===== config.mk =====
export PLATFORM = sky130hd
export DESIGN_NAME = osc_message_stream_parser_core
export DESIGN_NICKNAME = d
export VERILOG_FILES = /design/src/osp_pkg.sv /design/src/osc_message_stream_parser_core.sv /design/src/osp_ram.sv /design/src/osp_front.sv /design/src/osp_queue.sv /design/src/osp_back.sv
export VERILOG_INCLUDE_DIRS = /design/src /design/src/src
export SDC_FILE = /design/constraint.sdc
export NUM_CORES = 1
export LEC_CHECK = 0
export BUFFER_PORTS_ARGS = -buffer_cell sky130_fd_sc_hd__buf_2
export CAP_MARGIN = 5
export CORE_ASPECT_RATIO = 2
export CORE_UTILIZATION = 57
export DETAILED_ROUTE_END_ITERATION = 12
export MAX_ROUTING_LAYER = met4
export PLACE_DENSITY = 0.74
export SLEW_MARGIN = 10
export SYNTH_ARGS = -nofsm -noshare
export SYNTH_HDL_FRONTEND = slang
export SYNTH_SLANG_ARGS = --single-unit

===== constraint.sdc =====
create_clock -name clk -period 4.1 [get_ports clk]
set_input_delay 0.41 -clock clk [delete_from_list [all_inputs] [get_ports clk]]
set_output_delay 0.41 -clock clk [all_outputs]
set_load 0.02 [all_outputs]

===== src/assert_macros.svh =====
// ----------------------------------------------------------------------------
// assert_macros.svh
// Concurrent assertion helpers for the RTL of the OSC parser.
// ----------------------------------------------------------------------------
`ifndef ASSERT_MACROS_SVH
`define ASSERT_MACROS_SVH

// Property must hold at every rising clock edge outside reset.
`define OSP_ASSERT(label, clk, rst_n, prop, msg) \
    label: assert property (@(posedge clk) disable iff (!rst_n) (prop)) \
        else $error(msg);

// Condition must never be true outside reset.
`define OSP_ASSERT_NEVER(label, clk, rst_n, cond, msg) \
    label: assert property (@(posedge clk) disable iff (!rst_n) !(cond)) \
        else $error(msg);

`endif


===== src/osp_pkg.sv =====
// ----------------------------------------------------------------------------
// osp_pkg
// Shared types and constants of the OSC message stream parser.
// ----------------------------------------------------------------------------
`default_nettype none

package osp_pkg;

    // Sizes
    localparam int MAX_TAGS_DEF = 32;
    localparam int QUEUE_DEPTH  = 2;
    localparam int DATA_W       = 8;
    localparam int VALUE_W      = 32;
    localparam int POS_W        = 6;

    // Characters with a meaning in the stream
    localparam logic [DATA_W-1:0] CH_COMMA = 8'h2C;
    localparam logic [DATA_W-1:0] CH_INT   = 8'h69;
    localparam logic [DATA_W-1:0] CH_FLOAT = 8'h66;
    localparam logic [DATA_W-1:0] CH_STR   = 8'h73;

    // Parser section
    typedef enum logic [1:0] {
        SEC_ADDR,
        SEC_TAGS,
        SEC_ARGS,
        SEC_DONE
    } section_t;

    // Stored type tag code
    typedef enum logic [1:0] {
        TAG_INT,
        TAG_FLOAT,
        TAG_STR,
        TAG_UNKNOWN
    } tag_code_t;

    // Result kind
    typedef enum logic [2:0] {
        KIND_ADDR_CHAR = 3'd0,
        KIND_TAG_CHAR  = 3'd1,
        KIND_INT       = 3'd2,
        KIND_FLOAT     = 3'd3,
        KIND_STR_CHAR  = 3'd4,
        KIND_STR_END   = 3'd5,
        KIND_MSG_END   = 3'd6
    } kind_t;

    // End-of-message status
    typedef enum logic [1:0] {
        ST_OK,
        ST_TRUNC,
        ST_OVERFLOW,
        ST_UNKNOWN
    } status_t;

    // Classified byte request between front and back
    typedef struct packed {
        logic [DATA_W-1:0] data;
        logic              fin;
        logic              is_nul;
        logic              is_comma;
        tag_code_t         tag_code;
    } req_t;

    // Queue status seen by both sides
    typedef struct packed {
        logic full;
        logic empty;
    } q_status_t;

    // One result item
    typedef struct packed {
        kind_t              kind;
        logic [VALUE_W-1:0] value;
        logic [POS_W-1:0]   pos;
        status_t            status;
        logic               last;
    } res_t;

endpackage

`default_nettype wire


===== src/osc_message_stream_parser_core.sv =====
// A byte accepted into the request queue has its first result registered at the output.
// Throughput: one byte per cycle while the two-entry queue has room; a final byte that
//   also yields a data result holds its message end in a second slot behind it.
// Back part takes one request per cycle if its output is free; the queue decouples it.
// Reset (rst_n, asynchronous, active low) clears parser state, queue and output
//   valid; the tag store holds no reset and needs no clearing pass.
// ----------------------------------------------------------------------------
// osc_message_stream_parser_core
// OSC message byte-stream parser: address, type tags and argument words.
// ----------------------------------------------------------------------------
`default_nettype none

`include "assert_macros.svh"

module osc_message_stream_parser_core
    import osp_pkg::*;
#(
    parameter int MAX_TAGS = MAX_TAGS_DEF
) (
    input  wire logic               clk,
    input  wire logic               rst_n,
    input  wire logic               byte_valid,
    output logic                    byte_ready,
    input  wire logic [DATA_W-1:0]  data_byte,
    input  wire logic               final_byte,
    output logic                    result_valid,
    input  wire logic               result_ready,
    output logic [2:0]              kind,
    output logic [VALUE_W-1:0]      value,
    output logic [POS_W-1:0]        tag_position,
    output logic [1:0]              status,
    output logic                    last_of_run
);

    q_status_t q_stat;
    logic      q_push;
    logic      q_pop;
    req_t      q_wdata;
    req_t      q_rdata;
    res_t      result;

    // Classify incoming bytes
    osp_front u_front (
        .byte_valid (byte_valid),
        .byte_ready (byte_ready),
        .data_byte  (data_byte),
        .final_byte (final_byte),
        .q_stat     (q_stat),
        .q_push     (q_push),
        .q_wdata    (q_wdata)
    );

    // Request queue
    osp_queue u_queue (
        .clk   (clk),
        .rst_n (rst_n),
        .push  (q_push),
        .wdata (q_wdata),
        .pop   (q_pop),
        .rdata (q_rdata),
        .stat  (q_stat)
    );

    // Parser and result output
    osp_back #(
        .MAX_TAGS (MAX_TAGS)
    ) u_back (
        .clk          (clk),
        .rst_n        (rst_n),
        .q_stat       (q_stat),
        .q_rdata      (q_rdata),
        .q_pop        (q_pop),
        .result_valid (result_valid),
        .result_ready (result_ready),
        .result       (result)
    );

    assign kind         = result.kind;
    assign value        = result.value;
    assign tag_position = result.pos;
    assign status       = result.status;
    assign last_of_run  = result.last;

    // Checks
    `OSP_ASSERT_NEVER(a_no_push_full, clk, rst_n, q_push && q_stat.full,
        "request pushed into a full queue")
    `OSP_ASSERT_NEVER(a_no_pop_empty, clk, rst_n, q_pop && q_stat.empty,
        "request popped from an empty queue")
    `OSP_ASSERT(a_end_is_last, clk, rst_n,
        (result_valid && kind == KIND_MSG_END) |-> last_of_run,
        "message end not marked as last result")
    `OSP_ASSERT(a_status_on_end, clk, rst_n,
        (result_valid && kind != KIND_MSG_END) |-> (status == ST_OK),
        "status set on a result other than message end")

endmodule

`default_nettype wire


===== src/osp_ram.sv =====
// ----------------------------------------------------------------------------
// osp_ram
// Generic single-write, single-read RAM with registered read data.
// ----------------------------------------------------------------------------
`default_nettype none

module osp_ram #(
    parameter int WIDTH = 2,
    parameter int DEPTH = 32,
    localparam int AW   = (DEPTH > 1) ? $clog2(DEPTH) : 1
) (
    input  wire logic             clk,
    input  wire logic             wr_en,
    input  wire logic [AW-1:0]    wr_addr,
    input  wire logic [WIDTH-1:0] wr_data,
    input  wire logic [AW-1:0]    rd_addr,
    output logic      [WIDTH-1:0] rd_data
);

    logic [WIDTH-1:0] mem_reg [DEPTH];
    logic [WIDTH-1:0] rd_data_reg;

    // Write port and registered read port
    always_ff @(posedge clk)
    begin
        if (wr_en)
        begin
            mem_reg[wr_addr] <= wr_data;
        end
        rd_data_reg <= mem_reg[rd_addr];
    end

    assign rd_data = rd_data_reg;

endmodule

`default_nettype wire


===== src/osp_front.sv =====
// ----------------------------------------------------------------------------
// osp_front
// Input side: takes bytes and classifies them into requests for the queue.
// ----------------------------------------------------------------------------
`default_nettype none

module osp_front
    import osp_pkg::*;
(
    input  wire logic              byte_valid,
    output logic                   byte_ready,
    input  wire logic [DATA_W-1:0] data_byte,
    input  wire logic              final_byte,
    input  wire q_status_t         q_stat,
    output logic                   q_push,
    output req_t                   q_wdata
);

    tag_code_t code;

    // Accept whenever the queue has room
    assign byte_ready = !q_stat.full;
    assign q_push     = byte_valid && !q_stat.full;

    // Type tag decode
    always_comb
    begin
        case (data_byte)
            CH_INT:   code = TAG_INT;
            CH_FLOAT: code = TAG_FLOAT;
            CH_STR:   code = TAG_STR;
            default:  code = TAG_UNKNOWN;
        endcase
    end

    // Request payload
    always_comb
    begin
        q_wdata.data     = data_byte;
        q_wdata.fin      = final_byte;
        q_wdata.is_nul   = (data_byte == '0);
        q_wdata.is_comma = (data_byte == CH_COMMA);
        q_wdata.tag_code = code;
    end

endmodule

`default_nettype wire


===== src/osp_queue.sv =====
// ----------------------------------------------------------------------------
// osp_queue
// Short register queue of classified byte requests between front and back.
// ----------------------------------------------------------------------------
`default_nettype none

module osp_queue
    import osp_pkg::*;
(
    input  wire logic clk,
    input  wire logic rst_n,
    input  wire logic push,
    input  wire req_t wdata,
    input  wire logic pop,
    output req_t      rdata,
    output q_status_t stat
);

    localparam int QAW = (QUEUE_DEPTH > 1) ? $clog2(QUEUE_DEPTH) : 1;
    localparam int QCW = $clog2(QUEUE_DEPTH + 1);

    req_t           entry_reg [QUEUE_DEPTH];
    logic [QAW-1:0] wr_ptr_reg, wr_ptr_next;
    logic [QAW-1:0] rd_ptr_reg, rd_ptr_next;
    logic [QCW-1:0] count_reg, count_next;

    // Pointer and fill count update
    always_comb
    begin
        wr_ptr_next = wr_ptr_reg;
        rd_ptr_next = rd_ptr_reg;
        count_next  = count_reg;
        if (push)
        begin
            wr_ptr_next = (wr_ptr_reg == QAW'(QUEUE_DEPTH - 1)) ? '0 : wr_ptr_reg + QAW'(1);
        end
        if (pop)
        begin
            rd_ptr_next = (rd_ptr_reg == QAW'(QUEUE_DEPTH - 1)) ? '0 : rd_ptr_reg + QAW'(1);
        end
        if (push && !pop)
        begin
            count_next = count_reg + QCW'(1);
        end
        else if (pop && !push)
        begin
            count_next = count_reg - QCW'(1);
        end
    end

    always_ff @(posedge clk or negedge rst_n)
    begin
        if (!rst_n)
        begin
            wr_ptr_reg <= '0;
            rd_ptr_reg <= '0;
            count_reg  <= '0;
        end
        else
        begin
            wr_ptr_reg <= wr_ptr_next;
            rd_ptr_reg <= rd_ptr_next;
            count_reg  <= count_next;
        end
    end

    // Entry storage
    always_ff @(posedge clk)
    begin
        if (push)
        begin
            entry_reg[wr_ptr_reg] <= wdata;
        end
    end

    assign rdata      = entry_reg[rd_ptr_reg];
    assign stat.full  = (count_reg == QCW'(QUEUE_DEPTH));
    assign stat.empty = (count_reg == '0);

endmodule

`default_nettype wire


===== src/osp_back.sv =====
// ----------------------------------------------------------------------------
// osp_back
// Parser state and result generation: one request per cycle into the output
// register while it is free, with a second slot for the message-end result.
// ----------------------------------------------------------------------------
`default_nettype none

module osp_back
    import osp_pkg::*;
#(
    parameter int MAX_TAGS = MAX_TAGS_DEF
) (
    input  wire logic      clk,
    input  wire logic      rst_n,
    input  wire q_status_t q_stat,
    input  wire req_t      q_rdata,
    output logic           q_pop,
    output logic           result_valid,
    input  wire logic      result_ready,
    output res_t           result
);

    localparam int AW = (MAX_TAGS > 1) ? $clog2(MAX_TAGS) : 1;
    localparam int CW = $clog2(MAX_TAGS + 1);

    // Parser state
    section_t        section_reg,  section_next;
    logic [1:0]      byte_pos_reg, byte_pos_next;
    logic [CW-1:0]   tag_count_reg, tag_count_next;
    logic [CW-1:0]   cur_tag_reg,  cur_tag_next;
    tag_code_t       cur_code_reg, cur_code_next;
    logic [23:0]     word_reg,     word_next;
    logic [1:0]      held_reg,     held_next;
    logic            pad_reg,      pad_next;
    status_t         err_reg,      err_next;

    // Output register and message-end slot
    logic            out_valid_reg,  out_valid_next;
    res_t            out_reg,        out_next;
    logic            pend_valid_reg, pend_valid_next;
    res_t            pend_reg,       pend_next;

    // Per-request values
    logic            process;
    logic            slot_free;
    logic            advance;
    logic [CW-1:0]   cur_inc;
    logic            tag_room;
    section_t        sec_step;
    status_t         err_step;
    logic [CW-1:0]   tcount_step;
    logic            res0_valid;
    res_t            res0;
    res_t            end_res;

    // Tag store
    logic            tag_wr_en;
    logic [AW-1:0]   tag_rd_addr;
    logic [1:0]      tag_rd_data;
    tag_code_t       next_code;

    // Read port always looks one tag ahead of the current one
    assign tag_rd_addr = AW'(cur_tag_next + CW'(1));
    assign next_code   = tag_code_t'(tag_rd_data);

    osp_ram #(
        .WIDTH (2),
        .DEPTH (MAX_TAGS)
    ) u_tag_ram (
        .clk     (clk),
        .wr_en   (tag_wr_en),
        .wr_addr (AW'(tag_count_reg)),
        .wr_data (q_rdata.tag_code),
        .rd_addr (tag_rd_addr),
        .rd_data (tag_rd_data)
    );

    // Handshake with queue and output
    assign slot_free = !out_valid_reg || result_ready;
    assign process   = !q_stat.empty && slot_free && !pend_valid_reg;
    assign q_pop     = process;
    assign cur_inc   = cur_tag_reg + CW'(1);
    assign tag_room  = (tag_count_reg < CW'(MAX_TAGS));

    // Next parser state
    always_comb
    begin
        section_next   = section_reg;
        byte_pos_next  = byte_pos_reg;
        tag_count_next = tag_count_reg;
        cur_tag_next   = cur_tag_reg;
        cur_code_next  = cur_code_reg;
        word_next      = word_reg;
        held_next      = held_reg;
        pad_next       = pad_reg;
        err_next       = err_reg;
        tag_wr_en      = 1'b0;
        advance        = 1'b0;

        if (process)
        begin
            byte_pos_next = byte_pos_reg + 2'd1;
            case (section_reg)
                SEC_ADDR:
                begin
                    if (q_rdata.is_comma)
                    begin
                        section_next = SEC_TAGS;
                    end
                end
                SEC_TAGS:
                begin
                    if (!q_rdata.is_nul)
                    begin
                        if (tag_room)
                        begin
                            tag_wr_en      = 1'b1;
                            tag_count_next = tag_count_reg + CW'(1);
                            // first tag is kept at hand for the section switch
                            if (tag_count_reg == '0)
                            begin
                                cur_code_next = q_rdata.tag_code;
                            end
                        end
                        else if (err_reg == ST_OK)
                        begin
                            err_next = ST_OVERFLOW;
                        end
                    end
                    else if (byte_pos_reg == 2'd3)
                    begin
                        if (tag_count_reg == '0)
                        begin
                            section_next = SEC_DONE;
                        end
                        else if (cur_code_reg == TAG_UNKNOWN)
                        begin
                            section_next = SEC_DONE;
                            if (err_reg == ST_OK)
                            begin
                                err_next = ST_UNKNOWN;
                            end
                        end
                        else
                        begin
                            section_next = SEC_ARGS;
                        end
                    end
                end
                SEC_ARGS:
                begin
                    case (cur_code_reg)
                        TAG_INT, TAG_FLOAT:
                        begin
                            if (held_reg == 2'd3)
                            begin
                                word_next = '0;
                                held_next = '0;
                                advance   = 1'b1;
                            end
                            else
                            begin
                                word_next = {word_reg[15:0], q_rdata.data};
                                held_next = held_reg + 2'd1;
                            end
                        end
                        TAG_STR:
                        begin
                            if (pad_reg)
                            begin
                                if (byte_pos_reg == 2'd3)
                                begin
                                    pad_next = 1'b0;
                                    advance  = 1'b1;
                                end
                            end
                            else if (q_rdata.is_nul)
                            begin
                                if (byte_pos_reg == 2'd3)
                                begin
                                    advance = 1'b1;
                                end
                                else
                                begin
                                    pad_next = 1'b1;
                                end
                            end
                        end
                        default:
                        begin
                        end
                    endcase
                end
                default:
                begin
                end
            endcase

            // Move to the next argument and check it
            if (advance)
            begin
                cur_tag_next = cur_inc;
                if (cur_inc >= tag_count_reg)
                begin
                    section_next = SEC_DONE;
                end
                else if (next_code == TAG_UNKNOWN)
                begin
                    section_next = SEC_DONE;
                    if (err_reg == ST_OK)
                    begin
                        err_next = ST_UNKNOWN;
                    end
                end
                else
                begin
                    cur_code_next = next_code;
                end
            end
        end

        sec_step    = section_next;
        err_step    = err_next;
        tcount_step = tag_count_next;

        // Packet end returns to the start state
        if (process && q_rdata.fin)
        begin
            section_next   = SEC_ADDR;
            byte_pos_next  = '0;
            tag_count_next = '0;
            cur_tag_next   = '0;
            word_next      = '0;
            held_next      = '0;
            pad_next       = 1'b0;
            err_next       = ST_OK;
        end
    end

    // Result produced by the current request
    always_comb
    begin
        res0_valid  = 1'b0;
        res0.kind   = KIND_ADDR_CHAR;
        res0.value  = {{(VALUE_W - DATA_W){1'b0}}, q_rdata.data};
        res0.pos    = '0;
        res0.status = ST_OK;
        res0.last   = !q_rdata.fin;

        case (section_reg)
            SEC_ADDR:
            begin
                res0_valid = !q_rdata.is_comma && !q_rdata.is_nul;
            end
            SEC_TAGS:
            begin
                res0_valid = !q_rdata.is_nul && tag_room;
                res0.kind  = KIND_TAG_CHAR;
                res0.pos   = POS_W'(tag_count_reg);
            end
            SEC_ARGS:
            begin
                res0.pos = POS_W'(cur_tag_reg);
                case (cur_code_reg)
                    TAG_INT, TAG_FLOAT:
                    begin
                        res0_valid = (held_reg == 2'd3);
                        res0.kind  = (cur_code_reg == TAG_FLOAT) ? KIND_FLOAT : KIND_INT;
                        res0.value = {word_reg, q_rdata.data};
                    end
                    TAG_STR:
                    begin
                        res0_valid = !pad_reg;
                        if (q_rdata.is_nul)
                        begin
                            res0.kind  = KIND_STR_END;
                            res0.value = '0;
                        end
                        else
                        begin
                            res0.kind = KIND_STR_CHAR;
                        end
                    end
                    default:
                    begin
                    end
                endcase
            end
            default:
            begin
            end
        endcase

        // Message end, reported from the state after this byte
        end_res.kind  = KIND_MSG_END;
        end_res.value = '0;
        end_res.pos   = POS_W'(tcount_step);
        end_res.last  = 1'b1;
        if (err_step == ST_OK && (sec_step inside {SEC_TAGS, SEC_ARGS}))
        begin
            end_res.status = ST_TRUNC;
        end
        else
        begin
            end_res.status = err_step;
        end
    end

    // Output register and message-end slot
    always_comb
    begin
        out_valid_next  = out_valid_reg;
        out_next        = out_reg;
        pend_valid_next = pend_valid_reg;
        pend_next       = pend_reg;

        if (pend_valid_reg && slot_free)
        begin
            out_valid_next  = 1'b1;
            out_next        = pend_reg;
            pend_valid_next = 1'b0;
        end
        else if (process && res0_valid)
        begin
            out_valid_next = 1'b1;
            out_next       = res0;
            if (q_rdata.fin)
            begin
                pend_valid_next = 1'b1;
                pend_next       = end_res;
            end
        end
        else if (process && q_rdata.fin)
        begin
            out_valid_next = 1'b1;
            out_next       = end_res;
        end
        else if (slot_free)
        begin
            out_valid_next = 1'b0;
        end
    end

    always_ff @(posedge clk or negedge rst_n)
    begin
        if (!rst_n)
        begin
            section_reg    <= SEC_ADDR;
            byte_pos_reg   <= '0;
            tag_count_reg  <= '0;
            cur_tag_reg    <= '0;
            cur_code_reg   <= TAG_INT;
            word_reg       <= '0;
            held_reg       <= '0;
            pad_reg        <= 1'b0;
            err_reg        <= ST_OK;
            out_valid_reg  <= 1'b0;
            pend_valid_reg <= 1'b0;
        end
        else
        begin
            section_reg    <= section_next;
            byte_pos_reg   <= byte_pos_next;
            tag_count_reg  <= tag_count_next;
            cur_tag_reg    <= cur_tag_next;
            cur_code_reg   <= cur_code_next;
            word_reg       <= word_next;
            held_reg       <= held_next;
            pad_reg        <= pad_next;
            err_reg        <= err_next;
            out_valid_reg  <= out_valid_next;
            pend_valid_reg <= pend_valid_next;
        end
    end

    // Result payload
    always_ff @(posedge clk)
    begin
        out_reg  <= out_next;
        pend_reg <= pend_next;
    end

    assign result_valid = out_valid_reg;
    assign result       = out_reg;

endmodule

`default_nettype wire

* Word level (Yosys, flattened, before mapping)
Memories as Yosys holds them, arrays and structs flattened. A register that Yosys moved wholly into a read port is not among the register bits. Cells that the tools add are included. W data, S select, Z words.
Operators by class: magnitude comparators 2, bitwise gates (word level) 1, muxes and demuxes 99, $add $sub $neg 9, reductions and logical operators 44, equality and inequality tests 15
Operators by type and width (number):
- $mux W24 | 5
- $mux W44 | 2
- $mux W2 | 40
- $pmux W35 S2 | 1
- $mux W6 | 8
- $mux W1 | 33
- $mux W32 | 1
- $eq A8 B7 Y1 const B | 3
- $eq A2 B2 Y1 const B | 8
- $reduce_bool A2 Y1 | 8
- $add A6 B1 Y6 const B | 2
- $pmux W6 S2 | 1
- $logic_and A1 B1 Y1 | 11
- $logic_not A1 Y1 | 10
- $logic_not A2 Y1 | 5
- $mux W9 | 1
- $reduce_and A3 Y1 | 3
- $eq A8 B6 Y1 const B | 1
- $logic_not A8 Y1 | 1
- $mux W8 | 1
- $add A2 B1 Y2 const B | 3
- $eq A2 B1 Y1 const B | 3
- $ge A6 B6 Y1 | 1
- $logic_not A6 Y1 | 1
- other kinds (15) | 17
Word-level totals: memories kept 2, register bits 105, memory bits (writable) 90, output and inout bits 46
Memory list:
- u_back.u_tag_ram.mem_reg | words 32, width 2, rd ports 1, clocked after memory_dff 1, wr ports 1, RTL line osp_ram.sv:20 | logic [WIDTH-1:0] mem_reg [DEPTH];
- u_queue.entry_reg | words 2, width 13, rd ports 1, clocked after memory_dff 0, wr ports 1, RTL line osp_queue.sv:22 | req_t entry_reg [QUEUE_DEPTH];

* Depth between registers and ports, before layout
Gate-level depths: netlist of the first run.
word-level depth 18, mapped depth 16

* Modules after synthesis
Synthesis of the first run repeated with hierarchy kept, for this count alone.
Unflattened totals: cells, all modules 675, area total of the unflattened synthesis 8846.0 um^2
By module, submodules not included:
- osp_back | cells an instance 410, area an instance 4755.8 um^2, instances 1, sequential area each 2787.7 um^2
- osp_ram | cells an instance 184, area an instance 2783.9 um^2, instances 1, sequential area each 1961.9 um^2
- osp_queue | cells an instance 56, area an instance 1124.8 um^2, instances 1, sequential area each 880.8 um^2
- osp_front | cells an instance 25, area an instance 181.4 um^2, instances 1, sequential area each 0.0 um^2

* Worst setup path before layout of the first run
OpenSTA, ideal clock, no wires.
path kind reg2reg, from register u_back.section_reg[0], to register u_back.u_tag_ram.rd_data_reg[0], in the netlist u_back.u_tag_ram.rd_data[0] (read register of u_back.u_tag_ram.mem_reg), arrival time 3.377 ns, path buffers 4, required time 3.972 ns, path slack 0.595 ns, cell stages (with the launch flop) 16, library setup time 0.128 ns, cell sequence dfrtp_1 > inv_1 > ha_1 > clkbuf_1 > nor2b_1 > nand2_1 > nand2_1 > a22oi_4 > buf_6 > inv_1 > ha_1 > buf_1 > clkbuf_1 > mux4_2 > a211oi_2 > a22oi_1
Between the ends: word-level cells in the longest chain between the ends 7
Ends and longest elaborated chain:
- from (decl) | RTL line osp_back.sv:27 | section_t section_reg, section_next;
- from (signal assigned) | RTL line osp_back.sv:362 | section_reg <= section_next;
- $eq A2 B2 Y1 | RTL line osp_back.sv:103 | case (section_reg)
- $mux W1 | RTL line osp_back.sv:103
- $mux W1 | RTL line osp_back.sv:100 | if (process)
- $mux W6 | RTL line osp_back.sv:200 | if (advance)
- $mux W6 | RTL line osp_back.sv:100
- $mux W6 | RTL line osp_back.sv:227 | if (process && q_rdata.fin)
- via u_back.cur_tag_next[0] | RTL line osp_back.sv:30 | logic [CW-1:0] cur_tag_reg, cur_tag_next;
- $add A5 B1 Y5 | RTL line osp_back.sv:63 | assign tag_rd_addr = AW'(cur_tag_next + CW'(1));
- to (decl) | RTL line osp_ram.sv:21 | logic [WIDTH-1:0] rd_data_reg;
The timed path passes the listed nets, and every way through them passes these cells. The select of a mux whose other input is x is not followed. A chain may end at the register's enable or synchronous reset.

* Worst setup path in the final report of the first run
from register u_back.section_reg[0], to register u_back.u_tag_ram.rd_data_reg[1], in the netlist u_back.u_tag_ram.rd_data[1] (read register of u_back.u_tag_ram.mem_reg)
Same word-level chain as after synthesis.

==> impl_metrics.yaml, run 1 <==
run_status:
  status: "finished clean"
yosys:
  syn_area_um2: 8795
  synth_ff_type: "edfxtp_1"
  ys_ff_latch: 197
  synth-edff-count: 142
  netlist_instances: 665
  synth.distinct_cells: 70
  ys_seq_area_frac: 0.6402
  async_flop_share: 0.2690
  avgSynthCellArea_um2: 13.23
  synth_nets: 697
  yosys_warnings: 0
worst_setup_path:
  path_max_fanout: 12
  critPathRequiredTime_ns: 4.41
  path_class: "flip-flop to flip-flop"
  endpoint_kind: "flip-flop"
  slowest_delay_ns: 0.47
  cp.arrival_ns: 4.03
  crit_buf_inv: 2
  crit_path_top_delay_cell: "dfrtp_1"
  crit_family: "simple AND/OR/NAND/NOR gates"
  crit_path_start_kind: "flip-flop"
  crit_chain: "inv_1, ha_1, and4b_1, o21ai_2, nand2_1, nand2_1, mux2i_1, nor2_1, ha_1, inv_1, a221oi_1, xor2_1, or2_2, a211oi_1, a22oi_1"
route:
  routed.top_layer: "met4"
  firstDrtPassIters: 5
  num_vias: 5763
  drtAntennaViolNets: 0
  drc: 0
  wl_met2_um: 11240
  routed_via_density: 6.150
  avgRoutedWirePerCell_um: 21.23
  dr_wl_met3_um: 749
  drt-total-wl_um: 19890
  met1_length_um: 6531
  drt-initial-drc-count: 416
cts:
  cts_sinks: 197
  htreeDepth: 4
  clockBufferDepth: 2
  postCtsHoldBufs: 0
  clock_latency_ns: 0.44
  numCtsBuffers: 17
  cts_tree: "built"
  post_cts_buffers: 0
  ctsResizeCount: 0
  cts.clk_slew.worst_paths_ns: 0.08
  root_buffer: "clkbuf_16"
timing:
  clock_skew_ns: 0.009229
  worst_slew_pin_slew_ns: 1.086
  fin_setup_tns_ns: 0
  rsz0062_at_grt: "no"
  period_needed_ns: 3.721
  slew-limit-headroom: 0.2733
  whs_ns: 0.04703
  hold_viol_final: 0
  max_freq_mhz: 268.8
  final-setup-viol-count: 0
  fin_crit_sh: 0.9075
  slew_violations: 0
placement:
  place.gp.congestion: 0.9443
  placed_area_um2: 9316
  hpwl_um: 14570
  port_buffers: 58
  dp.cells: 905
floorplanning:
  die_x_um: 89.83
  row_count: 63
  core_um2: 14980
  die_area_um2: 15960
  pin_count: 59
  start_util: 0.5872
  die_height_um: 177.7
global_routing:
  grt_max_degree: 45
  grt_pass1_vias: 6027
  grt_pass1_wl_um: 31690
  overflow: 0
  grt_usage: 0.2746
  antenna_found_initial: 0
power:
  ir_drop_uv: 357.2
  p_per_area_nw_per_um2: 670.7
  leakagePower_uw: 0.003932
cells_and_area:
  final_common_cell: "edfxtp_1"
  fillers: 1097
  largest_register_ffs: 64
  drive_gt1_frac: 0.1873
  area_growth_syn_to_layout_pct: 12.83
  nNetsFinal: 761
  finalNonFillerCells: 937
  mostFrequentLayoutCells: "edfxtp_1 (142), nor2_1 (76), buf_2 (58), dfrtp_1 (53), nand2_1 (45)"
  antenna_cells: 0
  finalInstanceArea_um2: 9923
  register_area_um2: 5630
  multi_input_area_um2: 2953
flow_run:
  max_cap_violations: 0
min_path:
  hp-class: "input port to asynchronous set/reset pin"
-- path summary, 6_finish.rpt --
kind	from	endpoint	slack, ns	cells past startpoint
min reg2reg	u_queue.wr_ptr_reg$_DFFE_PN0P_	u_queue.wr_ptr_reg$_DFFE_PN0P_	0.50	1
max reg2reg	u_back.section_reg[0]$_DFF_PN0_	u_back.u_tag_ram.rd_data[1]$_DFF_P_	0.38	15
min in group clk	final_byte	u_queue.entry_reg[0][4]$_DFFE_PP_	0.18	1
max	u_back.section_reg[0]$_DFF_PN0_	u_back.u_tag_ram.rd_data[1]$_DFF_P_	0.38	15
min	rst_n	u_back.word_reg[7]$_DFFE_PN0P_	0.05	1
max in group asynchronous	rst_n	u_back.word_reg[15]$_DFFE_PN0P_	3.23	2
-- cells by family (layout without fill, tap and decap cells) --
logic type	Yosys count	in the layout	share of synthesized area
compound gates	133	133	0.1088
xor+xnor	17	17	0.01693
fa+ha+maj	19	19	0.02703
buf+inv	51	128	0.02433
flops	197	197	0.6402
mux	34	34	0.06502
simple gates	214	214	0.1177
-- cell type report --
type / instances / area share
inverter: 23 / 0.008700
timing repair buffer: 73 / 0.04060
multi-input combinational: 417 / 0.2976
tap: 195 / 0.02459
sequential: 197 / 0.5674
clock inverter: 15 / 0.01828
clock buffer: 17 / 0.04287
-- where the power goes --
| group | internal (µW) | switching, µW | leakage, µW |
|---|---|---|---|
| Clock | 830 | 838 | 0.000293 |
| Sequential | 2750 | 182 | 0.00204 |
| Combinational | 600 | 1460 | 0.00159 |
| Total | 4180 | 2480 | 0.00393 |
-- stage by stage --
stage	power, µW	utilization	worst slack [ns]
2_1_floorplan	4332	-	0.5949
3_3_place_gp	4953	0.6221	0.6155
3_5_place_dp	5023	0.6221	0.3978
4_1_cts	6671	0.6626	0.4068
5_1_grt	6967	0.6626	0.02538
6_report	6655	0.6626	0.3794
-- routing by layer --
| metal | vias up | GRT usage |
|---|---|---|
| met1 | 2847 | 0.2587 |
| met4 | 0 | 0.1913 |
| met3 | 88 | 0.04584 |
| li1 | 2633 | - |
| met2 | 195 | 0.5019 |
| met5 | - | - |
-- cell usage after synthesis (all sizes together), types with 2 or more instances --
cell,instances,share of area
a221oi,3,0.0030
edfxtp,142,0.48
nor3b,4,0.0034
a22o,17,0.017
nand2b,5,0.0036
a32o,2,0.0023
a21boi,4,0.0034
or2,3,0.0021
xor2,5,0.0050
clkbuf,21,0.0090
o21a,3,0.0034
o31ai,4,0.0050
dfxtp,2,0.0046
a22oi,12,0.012
nor2b,3,0.0021
buf,7,0.0055
and3,28,0.020
a2bb2oi,5,0.0050
ha,19,0.027
a21o,5,0.0043
nand4,2,0.0014
o211ai,4,0.0040
a31oi,5,0.0036
xnor2,12,0.012
a21oi,20,0.011
and3b,2,0.0020
nand2,46,0.020
and2,4,0.0028
nor3,10,0.0074
o21ai,32,0.019
a211oi,5,0.0048
nor2,77,0.033
nor4,2,0.0014
a211o,2,0.0020
mux2i,11,0.013
inv,22,0.0094
nand3,21,0.012
dfrtp,53,0.15
o221ai,3,0.0030
mux2,7,0.0094
mux4,16,0.043
o22ai,2,0.0014
Note: power is estimated with default switching activity, not from simulation.
==> run 2, diff against run 1 <==
--- a/config.mk
+++ b/config.mk
@@ -10,10 +10,9 @@
 export CAP_MARGIN = 5
 export CORE_ASPECT_RATIO = 2
 export CORE_UTILIZATION = 57
+export CTS_BUF_LIST = sky130_fd_sc_hd__clkbuf_4 sky130_fd_sc_hd__clkbuf_8
 export DETAILED_ROUTE_END_ITERATION = 12
-export MAX_ROUTING_LAYER = met4
 export PLACE_DENSITY = 0.74
-export SLEW_MARGIN = 10
 export SYNTH_ARGS = -nofsm -noshare
 export SYNTH_HDL_FRONTEND = slang
 export SYNTH_SLANG_ARGS = --single-unit
==> run 2 against run 1 <==
Against the previous run: fmax grew 0.77%; global-route usage shrank 1.0 points; die area is the same; the run now ends with negative hold slack left; critical path type unchanged; largest cell class unchanged; clock-buffer cell count is the same; sequential cell count is the same; highest routed layer unchanged; routed wire length shrank 0.42%.
==> impl_metrics.yaml, run 2 (synthesis gave the netlist of run 1 again) <==
cts:
  cts.clk_slew.worst_paths_ns: 0.12
  htreeDepth: 4
  cts_tree: "built"
  ctsResizeCount: 0
  cts_sinks: 197
  clock_latency_ns: 0.48
  post_cts_buffers: 0
  clockBufferDepth: 2
  postCtsHoldBufs: 0
  root_buffer: "clkbuf_8"
  numCtsBuffers: 17
global_routing:
  grt_max_degree: 45
  grt_usage: 0.2642
  overflow: 0
  grt_pass1_wl_um: 31040
  grt_pass1_vias: 6043
  antenna_found_initial: 0
route:
  drt-total-wl_um: 19810
  drt-initial-drc-count: 337
  drc: 0
  num_vias: 5774
  avgRoutedWirePerCell_um: 21.14
  routed_via_density: 6.162
  firstDrtPassIters: 5
  drtAntennaViolNets: 0
power:
  sequentialPowerShare: 0.469
  p_comb_frac: 0.328
  internal_power_uw: 3854
  p_switching_uw: 2379
  p_sw_frac: 0.3817
  p_per_area_nw_per_um2: 641.9
  ir_drop_uv: 321.1
  leakagePower_uw: 0.003837
  p_clk_frac: 0.203
min_path:
  hp-class: "input port to asynchronous set/reset pin"
timing:
  setup_ws_ns: 0.4078
  slew-limit-headroom: 0.3022
  worst_slew_pin_slew_ns: 1.043
  final-setup-viol-count: 0
  hold_viol_final: 1
  slew_violations: 0
  whs_ns: -0.001023
  fin_setup_tns_ns: 0
  clock_skew_ns: 0.02049
  rsz0062_at_grt: "no"
  max_freq_mhz: 270.8
  period_needed_ns: 3.692
  fin_crit_sh: 0.9005
worst_setup_path:
  slowest_delay_ns: 0.49
  crit_path_top_delay_cell: "dfrtp_1"
  path_class: "flip-flop to flip-flop"
  crit_path_start_kind: "flip-flop"
  reg2reg_depth: 15
  path_max_fanout: 12
  cp.arrival_ns: 4.06
  crit_chain: "inv_1, ha_1, and4b_1, o21ai_2, nand2_1, nand2_1, mux2i_1, nor2_1, ha_1, inv_1, a221oi_1, xor2_1, or2_2, a211oi_1, a22oi_1"
  critPathRequiredTime_ns: 4.47
  endpoint_kind: "flip-flop"
floorplanning:
  die_area_um2: 15960
  die_x_um: 89.83
  start_util: 0.5872
  row_count: 63
  core_um2: 14980
  die_height_um: 177.7
  pin_count: 59
cells_and_area:
  mostFrequentLayoutCells: "edfxtp_1 (142), nor2_1 (76), buf_2 (58), dfrtp_1 (53), nand2_1 (45)"
  final_common_cell: "edfxtp_1"
  nNetsFinal: 761
  drive_gt1_frac: 0.1873
  antenna_cells: 0
  fillers: 1136
  area_growth_syn_to_layout_pct: 10.41
  largest_register_ffs: 64
placement:
  hpwl_um: 14530
  place.gp.congestion: 0.9375
  place_ws_ns: 0.4897
  port_buffers: 58
flow_run:
  max_cap_violations: 0
run_status:
  violations: "negative hold slack"
  status: "finished, violations left"
run 2: cell types whose count changed in the layout (fill, tap and decap cells not counted), sizes merged:
| cell | previous run | this run |
|---|---|---|
| clkinv | 8 | 5 |
| inv | 29 | 30 |
| bufinv | 0 | 1 |
| clkinvlp | 1 | 2 |
run 2: layer usage:
layer	global-route usage	routed length (µm)	up-vias
li1	-	-	2628
met1	0.2437	6542	2879
met2	0.5035	11240	187
met3	0.04584	649	80
met4	0.2056	1377	0
met5	0	0	-
run 2: critical path: cells and delay by family (launching register included):
kind,cells,cell delay (ns)
muxes,1,0.13
buffers and inverters,2,0.24
AOI/OAI and AO/OA,4,0.72
xor gates and xnor gates,1,0.14
adders and majority gates,2,0.71
and+or+nand+nor,5,1.15
DFF,1,0.49
run 2: final timing paths:
check / start / end / slack [ns]
max in group asynchronous: rst_n / u_back.result_valid$_DFFE_PN0P_ / 3.30
worst min-delay path: rst_n / u_back.cur_tag_reg[3]$_DFF_PN0_ / -0.001
worst max-delay path: u_back.section_reg[0]$_DFF_PN0_ / u_back.u_tag_ram.rd_data[0]$_DFF_P_ / 0.41
worst min register to register: u_queue.wr_ptr_reg$_DFFE_PN0P_ / u_queue.wr_ptr_reg$_DFFE_PN0P_ / 0.50
min in group clk: final_byte / u_queue.entry_reg[0][4]$_DFFE_PP_ / 0.14
worst max register to register: u_back.section_reg[0]$_DFF_PN0_ / u_back.u_tag_ram.rd_data[0]$_DFF_P_ / 0.41
run 2: power by group through the flow:
stage	Sequential, µW	Combinational [µW]	Clock [µW]
final	2920	2050	1270
after global routing	2960	2230	1340
after CTS	2920	2050	1280
after detailed placement	2970	2050	0
after global placement	2950	2000	0
after floorplan	3230	1100	0
run 2: per-stage QoR:
step	power [µW]	cells	area, µm²	util
after floorplan	4332	665	8795	-
after global placement	4951	905	9316	0.6221
after detailed placement	5021	905	9316	0.6221
after CTS	6263	937	9711	0.6484
after global routing	6531	937	9711	0.6484
final	6234	937	9711	0.6484
run 2: layout make-up:
type | instances | area, µm² | share of cell area
sequential | 197 | 5630 | 0.5798
multi-input combinational | 417 | 2953 | 0.3041
timing repair buffer | 73 | 402.9 | 0.04149
tap | 195 | 244.0 | 0.02513
clock buffer | 17 | 234.0 | 0.02409
clock inverter | 15 | 160.2 | 0.01649
inverter | 23 | 86.33 | 0.008891
==> run 3, diff against run 2 <==
--- a/config.mk
+++ b/config.mk
@@ -6,12 +6,14 @@
 export SDC_FILE = /design/constraint.sdc
 export NUM_CORES = 1
 export LEC_CHECK = 0
+export ABC_AREA = 1
 export BUFFER_PORTS_ARGS = -buffer_cell sky130_fd_sc_hd__buf_2
 export CAP_MARGIN = 5
 export CORE_ASPECT_RATIO = 2
 export CORE_UTILIZATION = 57
 export CTS_BUF_LIST = sky130_fd_sc_hd__clkbuf_4 sky130_fd_sc_hd__clkbuf_8
 export DETAILED_ROUTE_END_ITERATION = 12
+export GPL_TIMING_DRIVEN = 0
 export PLACE_DENSITY = 0.74
 export SYNTH_ARGS = -nofsm -noshare
 export SYNTH_HDL_FRONTEND = slang
==> run 3 against run 2 <==
Against the previous run: area after synthesis rose by 2.8%; sequential cell count stayed put; global-route usage up 1.5 points; clock skew grew 0.0030 ns; setup slack got worse by 0.12 ns; non-clock buffer count is 14 higher; worst hold slack lost 0.036 ns; clock-buffer cell count up 1; the flow still finishes with violations (negative hold slack); critical path depth grew 4.
==> impl_metrics.yaml, run 3 <==
run_status:
  status: "finished, violations left"
  violations: "negative hold slack"
timing:
  fin_crit_sh: 0.9300
  slew-limit-headroom: 0.1914
  max_freq_mhz: 262.2
  hold_viol_final: 32
  period_needed_ns: 3.813
  whs_ns: -0.03688
  final-setup-viol-count: 0
  rsz0062_at_grt: "no"
  fin_setup_tns_ns: 0
  slew_violations: 0
  clock_skew_ns: 0.02350
  worst_slew_pin_slew_ns: 1.210
power:
  sequentialPowerShare: 0.451
  finalPower_uw: 6696
  internal_power_uw: 4015
  p_comb_frac: 0.355
  p_sw_frac: 0.4004
  p_per_area_nw_per_um2: 668.6
  ir_drop_uv: 701.6
  p_clk_frac: 0.194
  leakagePower_uw: 0.004339
  p_switching_uw: 2681
yosys:
  async_flop_share: 0.2690
  synth.distinct_cells: 41
  synth_top_area_cell: "edfxtp_1"
  ys_seq_area_frac: 0.6228
  avgSynthCellArea_um2: 10.11
  synth_ff_type: "edfxtp_1"
  synth-edff-count: 142
  synth_nets: 926
  synth.top_cells.by_count: "inv_1 (154), edfxtp_1 (142), nand2_1 (133)"
  syn_area_um2: 9040
  synth.top_cell.area_share: 0.4717
  yosys_warnings: 0
  yosysMostFrequentCell: "inv_1"
  synth_area_leaders: "edfxtp_1 (47%), dfrtp_1 (15%), inv_1 (6.4%), nand2_1 (5.5%), nand3_1 (4.4%)"
  netlist_instances: 894
  ys_ff_latch: 197
cts:
  htreeDepth: 4
  clock_latency_ns: 0.49
  ctsResizeCount: 0
  post_cts_buffers: 0
  numCtsBuffers: 17
  clockBufferDepth: 2
  root_buffer: "clkbuf_8"
  cts_sinks: 197
  postCtsHoldBufs: 0
  cts_tree: "built"
  cts.clk_slew.worst_paths_ns: 0.11
route:
  drt-total-wl_um: 21630
  routed_via_density: 5.480
  drc: 0
  firstDrtPassIters: 5
  drt-initial-drc-count: 310
  drtAntennaViolNets: 0
  avgRoutedWirePerCell_um: 18.30
  num_vias: 6477
global_routing:
  grt_max_degree: 54
  antenna_found_initial: 0
  overflow: 0
  grt_pass1_wl_um: 34010
  grt_pass1_vias: 6763
  grt_usage: 0.2794
cells_and_area:
  mostFrequentLayoutCells: "inv_1 (154), edfxtp_1 (142), nand2_1 (132), nor2_1 (105), nand3_1 (80)"
  largest_register_ffs: 64
  nNetsFinal: 1003
  fillers: 1322
  finalNonFillerCells: 1182
  drive_gt1_frac: 0.1372
  area_growth_syn_to_layout_pct: 10.80
  antenna_cells: 0
  final_common_cell: "inv_1"
floorplanning:
  pin_count: 59
  die_x_um: 91.05
  die_height_um: 180.1
  start_util: 0.5880
  die_area_um2: 16400
  core_um2: 15370
  row_count: 64
worst_setup_path:
  worstReg2RegStart: "u_back.section_reg[0]$_DFF_PN0_"
  timing.critical_path.mode_cell: "nand2_1"
  cp.arrival_ns: 4.23
  critPathLaunch: "u_back.section_reg[0]$_DFF_PN0_"
  crit_chain: "inv_1, ha_2, inv_2, nor2_4, nand2_1, nand2_4, nand3_2, nand3_2, buf_4, inv_1, ha_1, inv_1, clkbuf_2, nand3_1, nand3_1, nand3_1, nand2_1, nand2_1, nand2_1"
  path_max_fanout: 10
  endpoint_kind: "flip-flop"
  r2r_setup_slack_ns: 0.29
  crit_path_top_delay_cell: "dfrtp_1"
  path_class: "flip-flop to flip-flop"
  crit_path_start_kind: "flip-flop"
  critPathRequiredTime_ns: 4.52
  slowest_delay_ns: 0.44
flow_run:
  max_cap_violations: 0
min_path:
  hp-class: "input port to asynchronous set/reset pin"
placement:
  hpwl_um: 16100
  dp.cells: 1151
  place.gp.congestion: 0.9420
  port_buffers: 58
-- run 3: final timing paths --
kind / cells past startpoint / end
max in group asynchronous: 1 / u_back.word_reg[18]$_DFFE_PN0P_
max reg2reg: 19 / u_back.u_tag_ram.rd_data[1]$_DFF_P_
min reg2reg: 1 / u_queue.count_reg[0]$_DFFE_PN0P_
max: 19 / u_back.u_tag_ram.rd_data[1]$_DFF_P_
min in group clk: 1 / u_queue.entry_reg[1][4]$_DFFE_PP_
min: 1 / u_back.tag_count_reg[5]$_DFF_PN0_
-- run 3: final cells by class --
class / instances / area [µm²] / area share
Sequential cell: 197 / 5630 / 0.5621
Inverter: 161 / 604.3 / 0.06034
Clock buffer: 18 / 241.5 / 0.02411
Timing Repair Buffer: 59 / 312.8 / 0.03123
Clock inverter: 14 / 171.4 / 0.01711
Buffer: 28 / 142.6 / 0.01424
Tap cell: 198 / 247.7 / 0.02473
Multi-Input combinational cell: 507 / 2665 / 0.2661
-- run 3: metrics by stage --
step                  util  setup slack [ns]  area (µm²)
floorplan                -             1.139        9040
global placement    0.6230           0.02140        9578
detailed placement  0.6244           0.06188        9600
CTS                 0.6513          0.004230       10010
global route        0.6514           0.04431       10020
finish              0.6514            0.2868       10020
-- run 3: cell families after synthesis --
logic type	share of synthesized area
and+or+nand+nor	0.1974
DFF	0.6228
buffers and inverters	0.08290
AOI/OAI and AO/OA	0.05204
adders and majority gates	0.02630
xor gates and xnor gates	0.009689
muxes	0.008858
-- run 3: metal layers --
layer	global-route usage	vias up	wire length, µm
met5	0	-	0
met4	0.1822	0	1261
met3	0.04895	74	798
met2	0.5291	181	12370
met1	0.2695	3079	7192
li1	-	3143	-
-- run 3: power groups by stage --
stage	clock network, µW	logic (µW)	registers, µW
finish	1300	2380	3020
CTS	1310	2380	3020
detailed placement	0	2370	3060
global placement	0	2260	3080
global route	1380	2570	3060
floorplan	0	1230	3330
-- run 3: critical path: cells and delay by family (launching register included) --
family,cells,cell delay [ns]
adder cells (fa/ha/maj),2,0.69
buffers and inverters,6,1.10
AND/OR/NAND/NOR,11,1.53
flip-flops,1,0.44
